<file path="src/rtl/core/lfs_pkg.sv">
// ----------------------------------------------------------------------------
// lfs_pkg
// shared types, constants and helpers for the led frame store streamer
// ----------------------------------------------------------------------------
package lfs_pkg;

  localparam int unsigned LED_COUNT_DEF  = 48;
  localparam int unsigned CHAN_W         = 8;
  localparam int unsigned COLOR_W        = 3 * CHAN_W;
  localparam int unsigned IDX_FIELD_W    = 8;
  localparam logic [CHAN_W-1:0] BRIGHT_RST = 8'd255;

  typedef enum logic [1:0] {
    OP_SET  = 2'd0,
    OP_FILL = 2'd1,
    OP_SHOW = 2'd2
  } op_e;

  typedef enum logic [1:0] {
    ST_IDLE,
    ST_FILL,
    ST_SHOW
  } state_e;

  // commands from controller to datapath
  typedef struct packed {
    logic wr_set;       // write the incoming colour at the incoming index
    logic wr_fill;      // write the latched colour at the sweep counter
    logic latch_color;  // capture the incoming colour for a fill
    logic cnt_clr;
    logic cnt_inc;
    logic issue;        // read one entry into the output pipeline
    logic issue_last;   // that entry ends the show
  } cmd_t;

  // status from datapath to controller
  typedef struct packed {
    logic adv;          // output pipeline may move
    logic cnt_end;      // sweep counter at the final entry
  } status_t;

  // floor(p / 255) for any 16-bit product of two bytes
  function automatic logic [CHAN_W-1:0] div255(input logic [2*CHAN_W-1:0] p);
    logic [2*CHAN_W:0] t;
    t = {1'b0, p} + {{(CHAN_W+1){1'b0}}, p[2*CHAN_W-1:CHAN_W]} + {{(2*CHAN_W){1'b0}}, 1'b1};
    return t[2*CHAN_W-1:CHAN_W];
  endfunction

endpackage

</file>
<file path="src/rtl/core/lfs_ram.sv">
// ----------------------------------------------------------------------------
// lfs_ram
// generic single write, single read ram with registered read data
// ----------------------------------------------------------------------------
module lfs_ram #(
  parameter int unsigned WIDTH = 24,
  parameter int unsigned DEPTH = 48,
  localparam int unsigned AW = (DEPTH > 1) ? $clog2(DEPTH) : 1
) (
  input  logic             clk_i,
  input  logic             we_i,
  input  logic [AW-1:0]    waddr_i,
  input  logic [WIDTH-1:0] wdata_i,
  input  logic             re_i,
  input  logic [AW-1:0]    raddr_i,
  output logic [WIDTH-1:0] rdata_o
);

  logic [WIDTH-1:0] mem_q [DEPTH];
  logic [WIDTH-1:0] rdata_q;

  always_ff @(posedge clk_i) begin
    if (we_i) begin
      mem_q[waddr_i] <= wdata_i;
    end
  end

  always_ff @(posedge clk_i) begin
    if (re_i) begin
      rdata_q <= mem_q[raddr_i];
    end
  end

  assign rdata_o = rdata_q;

endmodule

</file>
<file path="src/rtl/core/lfs_datapath.sv">
// ----------------------------------------------------------------------------
// lfs_datapath
// frame store, sweep counter, brightness register and scaling pipeline
// ----------------------------------------------------------------------------
module lfs_datapath #(
  parameter int unsigned LED_COUNT = lfs_pkg::LED_COUNT_DEF
) (
  input  logic                                clk_i,
  input  logic                                rst_ni,
  input  lfs_pkg::cmd_t                       cmd_i,
  output lfs_pkg::status_t                    status_o,
  input  logic [lfs_pkg::IDX_FIELD_W-1:0]     led_index_i,
  input  logic [lfs_pkg::COLOR_W-1:0]         color_i,      // red, green, blue from msb
  input  logic                                cfg_we_i,
  input  logic [lfs_pkg::CHAN_W-1:0]          cfg_wdata_i,
  input  logic                                m_tready_i,
  output logic                                m_tvalid_o,
  output logic [lfs_pkg::COLOR_W-1:0]         m_tdata_o,
  output logic                                m_tlast_o
);
  import lfs_pkg::*;

  localparam int unsigned IDX_W = (LED_COUNT > 1) ? $clog2(LED_COUNT) : 1;
  localparam logic [IDX_W-1:0] CNT_END = IDX_W'(LED_COUNT - 1);

  logic [IDX_W-1:0]   cnt_q, cnt_d;
  logic [COLOR_W-1:0] fill_q;
  logic [CHAN_W-1:0]  bright_q;
  logic [LED_COUNT-1:0] vld_q;
  logic               adv;
  logic               set_ok;
  logic               we;
  logic [IDX_W-1:0]   waddr;
  logic [COLOR_W-1:0] wdata;
  logic [COLOR_W-1:0] rdata;
  logic [COLOR_W-1:0] entry;
  logic               v1_q, l1_q, vld1_q;
  logic               v2_q, l2_q;
  logic [2*CHAN_W-1:0] pr_q, pg_q, pb_q;
  logic               out_v_q, out_l_q;
  logic [COLOR_W-1:0] out_q;

  assign adv      = !out_v_q || m_tready_i;
  assign set_ok   = led_index_i < IDX_FIELD_W'(LED_COUNT);
  assign status_o = '{adv: adv, cnt_end: (cnt_q == CNT_END)};

  always_comb begin
    cnt_d = cnt_q;
    if (cmd_i.cnt_clr) begin
      cnt_d = '0;
    end else if (cmd_i.cnt_inc) begin
      cnt_d = cnt_q + IDX_W'(1);
    end
  end

  always_ff @(posedge clk_i or negedge rst_ni) begin
    if (!rst_ni) begin
      cnt_q    <= '0;
      bright_q <= BRIGHT_RST;
    end else begin
      cnt_q <= cnt_d;
      if (cfg_we_i) begin
        bright_q <= cfg_wdata_i;
      end
    end
  end

  always_ff @(posedge clk_i) begin
    if (cmd_i.latch_color) begin
      fill_q <= color_i;
    end
  end

  // store write port
  assign we    = (cmd_i.wr_set && set_ok) || cmd_i.wr_fill;
  assign waddr = cmd_i.wr_fill ? cnt_q : led_index_i[IDX_W-1:0];
  assign wdata = cmd_i.wr_fill ? fill_q : color_i;

  // entries never written since reset read as black
  always_ff @(posedge clk_i or negedge rst_ni) begin
    if (!rst_ni) begin
      vld_q <= '0;
    end else if (we) begin
      vld_q[waddr] <= 1'b1;
    end
  end

  lfs_ram #(
    .WIDTH (COLOR_W),
    .DEPTH (LED_COUNT)
  ) u_store (
    .clk_i   (clk_i),
    .we_i    (we),
    .waddr_i (waddr),
    .wdata_i (wdata),
    .re_i    (cmd_i.issue),
    .raddr_i (cnt_q),
    .rdata_o (rdata)
  );

  always_ff @(posedge clk_i) begin
    if (cmd_i.issue) begin
      vld1_q <= vld_q[cnt_q];
    end
  end

  assign entry = vld1_q ? rdata : '0;

  // pipeline control, all stages move together
  always_ff @(posedge clk_i or negedge rst_ni) begin
    if (!rst_ni) begin
      v1_q    <= 1'b0;
      v2_q    <= 1'b0;
      out_v_q <= 1'b0;
    end else if (adv) begin
      v1_q    <= cmd_i.issue;
      v2_q    <= v1_q;
      out_v_q <= v2_q;
    end
  end

  always_ff @(posedge clk_i) begin
    if (adv) begin
      l1_q    <= cmd_i.issue_last;
      l2_q    <= l1_q;
      out_l_q <= l2_q;
      pr_q    <= entry[3*CHAN_W-1:2*CHAN_W] * bright_q;
      pg_q    <= entry[2*CHAN_W-1:CHAN_W]   * bright_q;
      pb_q    <= entry[CHAN_W-1:0]          * bright_q;
      out_q   <= {div255(pg_q), div255(pr_q), div255(pb_q)};
    end
  end

  assign m_tvalid_o = out_v_q;
  assign m_tdata_o  = out_q;
  assign m_tlast_o  = out_l_q;

endmodule

</file>
<file path="src/rtl/core/lfs_ctrl.sv">
// ----------------------------------------------------------------------------
// lfs_ctrl
// sequencer for set, fill and show items
// ----------------------------------------------------------------------------
module lfs_ctrl (
  input  logic             clk_i,
  input  logic             rst_ni,
  input  logic             s_tvalid_i,
  output logic             s_tready_o,
  input  logic [1:0]       op_i,
  input  lfs_pkg::status_t status_i,
  output lfs_pkg::cmd_t    cmd_o
);
  import lfs_pkg::*;

  state_e state_q, state_d;

  always_ff @(posedge clk_i or negedge rst_ni) begin
    if (!rst_ni) begin
      state_q <= ST_IDLE;
    end else begin
      state_q <= state_d;
    end
  end

  always_comb begin
    state_d    = state_q;
    cmd_o      = '0;
    s_tready_o = 1'b0;
    case (state_q)
      ST_IDLE: begin
        s_tready_o = 1'b1;
        if (s_tvalid_i) begin
          case (op_e'(op_i))
            OP_SET: begin
              cmd_o.wr_set = 1'b1;
            end
            OP_FILL: begin
              cmd_o.latch_color = 1'b1;
              cmd_o.cnt_clr     = 1'b1;
              state_d           = ST_FILL;
            end
            OP_SHOW: begin
              cmd_o.cnt_clr = 1'b1;
              state_d       = ST_SHOW;
            end
            default: ;
          endcase
        end
      end
      ST_FILL: begin
        cmd_o.wr_fill = 1'b1;
        cmd_o.cnt_inc = 1'b1;
        if (status_i.cnt_end) begin
          state_d = ST_IDLE;
        end
      end
      ST_SHOW: begin
        if (status_i.adv) begin
          cmd_o.issue      = 1'b1;
          cmd_o.cnt_inc    = 1'b1;
          cmd_o.issue_last = status_i.cnt_end;
          if (status_i.cnt_end) begin
            state_d = ST_IDLE;
          end
        end
      end
      default: begin
        state_d = ST_IDLE;
      end
    endcase
  end

endmodule

</file>
<file path="src/rtl/core/led_frame_store_streamer.sv">
// ----------------------------------------------------------------------------
// led_frame_store_streamer
// led colour frame store with brightness scaling and streamed show output
// ----------------------------------------------------------------------------
// usage
//   slave channel takes one command beat: set one led, fill all leds or show
//   the frame. set gives no beat; a set whose index is at or beyond the led
//   count is dropped. fill sweeps the store, one entry a cycle, so the slave
//   side is busy until the sweep has written the final entry.
//   show streams LED_COUNT beats on the master channel in index order, each
//   channel scaled by floor(c * brightness / 255) and packed green, red,
//   blue; tlast marks the final beat. the first read passes the read,
//   multiply and divide stages before the first beat, then one beat a
//   cycle follows while the receiver keeps tready high, a pace set by the
//   single store read port. a show holds the slave side until its last
//   read is issued, so receiver stalls lengthen that hold.
//   a receiver stall freezes the whole scaling pipeline and the read issue,
//   nothing is lost. the next command is taken as soon as the last read of a
//   show is issued, while the final beats still drain.
//   reset clears the store to black (per-entry valid flags, no sweep) and
//   sets brightness to 255. the user must write brightness through cfg_we_i
//   only while the block is idle; the block itself does not enforce it.
// ----------------------------------------------------------------------------
module led_frame_store_streamer #(
  parameter int unsigned LED_COUNT = lfs_pkg::LED_COUNT_DEF
) (
  input  logic                          clk_i,
  input  logic                          rst_ni,
  // config: brightness
  input  logic                          cfg_we_i,
  input  logic [lfs_pkg::CHAN_W-1:0]    cfg_wdata_i,
  // command beats
  input  logic                          s_axis_tvalid,
  output logic                          s_axis_tready,
  // op[1:0], led_index[9:2], red[17:10], green[25:18], blue[33:26], zero pad
  input  logic [39:0]                   s_axis_tdata,
  // pixel beats
  output logic                          m_axis_tvalid,
  input  logic                          m_axis_tready,
  // pixel_word[23:0]: blue[7:0], red[15:8], green[23:16]
  output logic [lfs_pkg::COLOR_W-1:0]   m_axis_tdata,
  output logic                          m_axis_tlast
);
  import lfs_pkg::*;

  cmd_t    cmd;
  status_t status;
  logic [1:0]         op;
  logic [IDX_FIELD_W-1:0] led_index;
  logic [COLOR_W-1:0] color;

  // unpack the command beat
  assign op        = s_axis_tdata[1:0];
  assign led_index = s_axis_tdata[9:2];
  // stored as red, green, blue from the top
  assign color     = {s_axis_tdata[17:10], s_axis_tdata[25:18], s_axis_tdata[33:26]};

  lfs_ctrl u_ctrl (
    .clk_i      (clk_i),
    .rst_ni     (rst_ni),
    .s_tvalid_i (s_axis_tvalid),
    .s_tready_o (s_axis_tready),
    .op_i       (op),
    .status_i   (status),
    .cmd_o      (cmd)
  );

  lfs_datapath #(
    .LED_COUNT (LED_COUNT)
  ) u_datapath (
    .clk_i       (clk_i),
    .rst_ni      (rst_ni),
    .cmd_i       (cmd),
    .status_o    (status),
    .led_index_i (led_index),
    .color_i     (color),
    .cfg_we_i    (cfg_we_i),
    .cfg_wdata_i (cfg_wdata_i),
    .m_tready_i  (m_axis_tready),
    .m_tvalid_o  (m_axis_tvalid),
    .m_tdata_o   (m_axis_tdata),
    .m_tlast_o   (m_axis_tlast)
  );

endmodule

</file>
<file path="config.mk">
export PLATFORM = sky130hd
export DESIGN_NAME = led_frame_store_streamer
export DESIGN_NICKNAME = d
export VERILOG_FILES = /design/src/rtl/core/lfs_pkg.sv /design/src/rtl/core/lfs_ram.sv /design/src/rtl/core/lfs_datapath.sv /design/src/rtl/core/lfs_ctrl.sv /design/src/rtl/core/led_frame_store_streamer.sv
export SDC_FILE = /design/constraint.sdc
export NUM_CORES = 2
export LEC_CHECK = 0
export BUFFER_PORTS_ARGS = -buffer_cell sky130_fd_sc_hd__buf_2
export CAP_MARGIN = 10
export CORE_MARGIN = 1.5
export CORE_UTILIZATION = 45
export DETAILED_ROUTE_END_ITERATION = 7
export SYNTH_ARGS = -nofsm -noshare
export SYNTH_HDL_FRONTEND = slang
export SYNTH_HIERARCHICAL = 1
export SYNTH_SLANG_ARGS = --single-unit
</file>
<file path="constraint.sdc">
create_clock -name clk_i -period 6.1 [get_ports clk_i]
set_clock_uncertainty 0.05 [all_clocks]
set_input_delay 0.915 -clock clk_i [delete_from_list [all_inputs] [get_ports clk_i]]
set_output_delay 0.915 -clock clk_i [all_outputs]
set_load 0.005 [all_outputs]
</file>
=== Word level (Yosys, flattened, before mapping) ===
Memory sizes are Yosys's and may differ from the RTL's. A register that Yosys moved wholly into a read port is not among the register bits.
Index checks and enable logic that the tools add are counted.

* Bits in registers: 167
* Word-level logic and storage cells: 79
* Memories kept: 1
* Output and inout bits: 27
* RAM bits: 1152

* Mux-type cells: 28
* Equal/unequal tests: 8
* Reductions and logical operators: 11
* Order comparisons: 4
* Bitwise logic cells: 1
* $add $sub $neg: 7
* Multiply operators: 3

{| class="wikitable"
|+ Memory list
! memory !! depth !! width !! read ports !! clocked after Yosys merged registers in !! wr ports !! line !! source
|-
| u_datapath.u_store.mem_q || 48 || 24 || 1 || 1 || 1 || lfs_ram.sv:19 || <nowiki>logic [WIDTH-1:0] mem_q [DEPTH];</nowiki>
|}

{| class="wikitable"
|+ Operators with widths
! kind !! number
|-
| 16-bit by 1-bit adder with 16-bit output (second input constant) || 3
|-
| 16-bit by 8-bit adder with 16-bit output || 3
|-
| 8-bit by 8-bit multiplier with 16-bit output || 3
|-
| 24-bit two-way mux || 2
|-
| 48-bit OR || 1
|-
| 6-bit two-way mux || 3
|-
| 6-bit by 7-bit less-than comparator with 1-bit output (second input constant) || 2
|-
| 2-bit two-way mux || 6
|-
| 1-bit two-way mux || 11
|-
| 8-bit by 6-bit less-than comparator with 1-bit output (second input constant) || 1
|-
| 6-bit by 1-bit adder with 6-bit output (second input constant) || 1
|-
| 1-bit binary-select mux with 6-bit select || 1
|-
| 1-bit demux with 6-bit select || 1
|-
| 6-bit == test (second input constant) || 1
|-
| 6-bit by 1-bit greater-or-equal comparator with 1-bit output (second input constant) || 1
|-
| 2-bit one-hot mux with 3 select lines || 1
|-
| 2-bit by 1-bit == test with 1-bit output (second input constant) || 2
|-
| 2-bit == test (second input constant) || 2
|-
| 2-bit logical NOT || 2
|-
| 2-bit one-hot mux with 2 select lines || 1
|-
| 3-bit two-way mux || 1
|-
| 3-bit inequality test (second input constant) || 1
|-
| 3-bit AND reduction || 1
|-
| 1-bit logical AND || 2
|-
| other kinds (8) || 9
|}

=== Longest topological paths before layout ===
* Depth in word-level cells: 8
* Mapped depth: 18
* Depth with buffers taken out: 16

=== Cells and area by module ===
Netlist, hierarchy kept.

{| class="wikitable"
|+ By module, submodules not included
! module !! area each (um^2) !! sequential area each (um^2) !! cells each !! times used
|-
| lfs_ram || 45413.6 || 35313.9 || 2209 || 1
|-
| lfs_datapath || 13421.6 || 4639.4 || 1211 || 1
|-
| lfs_ctrl || 271.5 || 50.0 || 30 || 1
|}

=== Worst setup path after synthesis ===
Ideal clock, no wire load.

* Path type: reg-to-reg
* Start point: register u_datapath.vld1_q
* End point: register u_datapath.pb_q[14] (data pin)
* Data arrival time: 4.691 ns
* Clock period less this slack: 4.998 ns
* Buffers on the path: 2
* Path slack: 1.102 ns
* Setup time: 0.258 ns
* Cell stages (with the launch flop): 18
* Cells stage by stage: edfxtp_1 -> clkbuf_1 -> clkbuf_1 -> nand3_1 -> fa_1 -> fa_1 -> inv_1 -> fa_1 -> inv_1 -> fa_1 -> inv_1 -> ha_1 -> or4_1 -> o21ai_0 -> a31oi_1 -> a41o_1 -> a21oi_1 -> xnor2_1

* Cells in the longest elaborated chain, start to end: 2

{| class="wikitable"
|+ Ends and longest elaborated chain
! item !! line !! source
|-
| start, declared || lfs_datapath.sv:37 || <nowiki>logic v1_q, l1_q, vld1_q;</nowiki>
|-
| start signal, assigned || lfs_datapath.sv:103 || <nowiki>vld1_q <= vld_q[cnt_q];</nowiki>
|-
| 24-bit two-way mux || lfs_datapath.sv:107 || <nowiki>assign entry = vld1_q ? rdata : '0;</nowiki>
|-
| 8-bit by 8-bit multiplier with 16-bit output || lfs_datapath.sv:129 || <nowiki>pb_q <= entry[CHAN_W-1:0] * bright_q;</nowiki>
|-
| end signal, assigned || lfs_datapath.sv:129 ||
|-
| end, declared || lfs_datapath.sv:39 || <nowiki>logic [2*CHAN_W-1:0] pr_q, pg_q, pb_q;</nowiki>
|}

No other way between the ends.
A chain may end at the register's enable or synchronous reset.

=== Final worst setup path ===
* Start point: register u_datapath.bright_q[6]
* End point: register u_datapath.pr_q[13] (data pin)

* Cells in the longest elaborated chain, start to end: 1

{| class="wikitable"
|+ Ends and longest elaborated chain
! item !! line !! source
|-
| start, declared || lfs_datapath.sv:28 || <nowiki>logic [CHAN_W-1:0] bright_q;</nowiki>
|-
| start signal, assigned || lfs_datapath.sv:63 || <nowiki>bright_q <= cfg_wdata_i;</nowiki>
|-
| 8-bit by 8-bit multiplier with 16-bit output || lfs_datapath.sv:127 || <nowiki>pr_q <= entry[3*CHAN_W-1:2*CHAN_W] * bright_q;</nowiki>
|-
| end signal, assigned || lfs_datapath.sv:127 ||
|-
| end, declared || lfs_datapath.sv:39 ||
|}

No other way between the ends.

==> flow_metrics.tcl <==
set metrics [dict create \
    status "finished clean" \
    syn_area_per_cell_um2 17.1 \
    grt_max_degree 116 \
    required_ns 6.65 \
    cts_repair_resize_count 0 \
    ir_worst_vdd_mv 0.361 \
    initialDrtViolationCount 2832 \
    place_ws_ns 0.936 \
    grt_pass1_wl_um 208000 \
    clock.fmax_ghz 0.191 \
    maxSlewHeadroom 0.194 \
    die_w_um 365 \
    fillCellCount 10600 \
    drt-pass1-iter-count 5 \
    grt_pass1_vias 31200 \
    hold_class "in2reg" \
    root_buffer "clkbuf_16" \
    rsz0062_at_grt "no" \
    wl_um 141000 \
    synthFlopType "edfxtp_1" \
    power_switching_w 0.00916 \
    pwr-share-seq 0.412 \
    yosysSeqAreaShare 0.677 \
    timing.final.ws_setup_ns 0.877 \
    hpwl_um 83900 \
    antenna_found_initial 0 \
    cp-end-kind "register" \
    grt_use_met2 0.338 \
    ctsHoldBuffers 0 \
    yosysTopAreaCell "edfxtp_1" \
    ios 80 \
    final_common_cell "edfxtp_1" \
    power.leakage_nw 23.9 \
    num_rows 132 \
    total_power_w 0.0288 \
    clockBufferDepth 3 \
    fin_util 0.510 \
    htreeDepth 4 \
    ant_nets 0 \
    cts_tree "built" \
    synth_edf_count 1276 \
    ff_latch_area_um2 40000 \
    clock_sinks 1343 \
    finalCritPeriodShare 0.856 \
    syn_area_um2 59100 \
    grtUsageMet3 0.0341 \
    route.detailed.drc 0 \
    worst_pin_slew_ns 1.21 \
    die_area_um2 134000 \
    combPwrFrac 0.304 \
    synthArstFlopShare 0.0499 \
    die_h_um 365 \
    arrival_ns 5.77 \
    layout_common_cells "1276 x edfxtp_1, 391 x mux2i_1, 167 x and3_1" \
    synth_top_area_share 0.648 \
    cts_setup_buffers 0 \
    use_met1 0.309 \
    max_cap_viol_count 0 \
    synth-seq-cells 1343 \
    numCtsBuffers 144 \
    yosys_warnings 6 \
    setup_viol 0 \
    clkPwrFrac 0.285 \
    critPathKind "reg2reg" \
    syn_nets 3748 \
    internal-power_w 0.0196 \
    p_per_area_nw_per_um2 434 \
    slew_violations 0 \
    grtUsageTotal 0.215 \
    period_minus_slack_ns 5.22 \
    start_util 0.455 \
    grt_overflow 0 \
    tns_ns 0 \
    synthCells 3450 \
    top_usage_layer "met2" \
    syn_to_final_growth_pct 12.1 \
    cts.reportedPaths.clkPinSlew_ns 0.06 \
    ys_types 69 \
    worst-path-max-fanout 25 \
    multi_input_area_um2 17800 \
    routedWlPerCell_um 25.9 \
    gp_congestion 0.808 \
    io_buffers 73 \
    swShare 0.318 \
    drt-vias-per-instance 5.70 \
    cp-start-kind "register" \
    drive_gt1_frac 0.174 \
    nNetsFinal 3886 \
    core_region_area_um2 130000 \
    finalHoldViolCount 0 \
    yosys-top-cells-area "edfxtp_1 65%, mux2i_1 6.6%, mux4_2 4.9%" \
    vias 31000 \
    insertion_delay_ns 0.76 \
]
-- layout make-up --
type | count | area share
clock buffers | 187 | 0.0583
multi-input cells | 1760 | 0.268
clock inverters | 70 | 0.00797
well taps | 1742 | 0.0329
repair buffers | 177 | 0.0194
flip-flops and latches | 1343 | 0.604
diodes | 3 | 0.000113
inverters | 162 | 0.00918
-- synthesized netlist by cell type (7+ instances only) --
cell	number
nand4_1	9
buf_2	22
dfstp_2	8
and3_1	167
mux2i_1	391
a21o_1	60
o41ai_2	25
a22oi_1	97
buf_4	29
dfrtp_1	59
nand2b_1	17
xor2_1	13
a221oi_1	48
a22o_1	48
edfxtp_1	1276
nand3_1	50
buf_1	11
nor2b_1	13
clkbuf_1	106
buf_6	17
o21ai_0	23
xnor2_1	44
o22ai_1	25
nor2_1	91
a21oi_1	79
ha_1	137
nand2_1	64
fa_1	108
inv_1	162
o21a_1	7
mux4_2	129
mux2_2	34
nor3_1	12
-- layer usage --
| metal | vias up | part of all wire | wire length [um] |
|---|---|---|---|
| met5 | - | 0 | 0 |
| met4 | 0 | 0.025 | 3560 |
| met3 | 191 | 0.062 | 8820 |
| met2 | 964 | 0.47 | 66100 |
| met1 | 16000 | 0.44 | 62700 |
| li1 | 13800 | - | - |
-- power groups by stage --
stage | Combinational, W | Sequential, W | Clock (W)
3_3_place_gp | 0.00871 | 0.0120 | 0
5_1_grt | 0.00959 | 0.0119 | 0.00870
4_1_cts | 0.00884 | 0.0118 | 0.00836
2_1_floorplan | 0.00634 | 0.0118 | 0
6_report | 0.00873 | 0.0118 | 0.00819
3_5_place_dp | 0.00877 | 0.0120 | 0
-- logic make-up after synthesis --
logic type,Yosys count,share of synthesized area
AO/OA/AOI/OAI,455,0.0594
XOR/XNOR,57,0.00845
adder cells (fa/ha/maj),245,0.0656
buffers and inverters,347,0.0265
flip-flops,1343,0.677
multiplexers,558,0.124
AND/OR/NAND/NOR,445,0.0396
-- path summary, 6_finish.rpt --
kind | start | end | slack [ns] | depth (start not counted)
max reg2reg | u_datapath/bright_q[6] | u_datapath/pr_q[13] | 0.88 | 14
min | s_axis_tdata[31] | u_datapath/fill_q[5] | 0.30 | 1
max | u_datapath/bright_q[6] | u_datapath/pr_q[13] | 0.88 | 14
min reg2reg | u_datapath/l2_q | u_datapath/m_tlast_o | 0.37 | 0
min in group asynchronous | rst_ni | u_datapath/m_tvalid_o | 0.31 | 2
max in group asynchronous | rst_ni | u_datapath/cnt_q[0] | 5.03 | 2
-- state kept, by name, indices dropped and copies added, names as in the netlist, 2 cells and up --
register                    cells
u_ctrl/state_q                  2
u_datapath/bright_q             8
u_datapath/cnt_q                6
u_datapath/fill_q              24
u_datapath/m_tdata_o           24
u_datapath/pb_q                16
u_datapath/pg_q                16
u_datapath/pr_q                16
u_datapath/u_store/mem_q     1152
u_datapath/u_store/rdata_o     24
u_datapath/vld_q               48
-- per-stage QoR --
| step | instances | area [um^2] | hold WS, ns |
|---|---|---|---|
| final | 5444 | 66300 | 0.295 |
| after global routing | 5441 | 66200 | 0.260 |
| after CTS | 5441 | 66200 | 0.234 |
| after detailed placement | 5184 | 61900 | 0.356 |
| after global placement | 5184 | 61900 | 0.351 |
| after floorplan | 3450 | 59100 | 0.350 |
-- worst max-delay path: stages, from the launching register on --
cell,delay (ns)
dfstp_2,0.85
nand3_1,0.17
fa_1,0.51
fa_1,0.56
inv_1,0.07
fa_1,0.54
inv_1,0.06
fa_1,0.54
inv_1,0.04
ha_1,0.33
o21a_1,0.21
a21boi_1,0.16
o41ai_4,0.38
or4b_1,0.48
o211ai_1,0.12
Note: power is estimated with default switching activity, not from simulation.
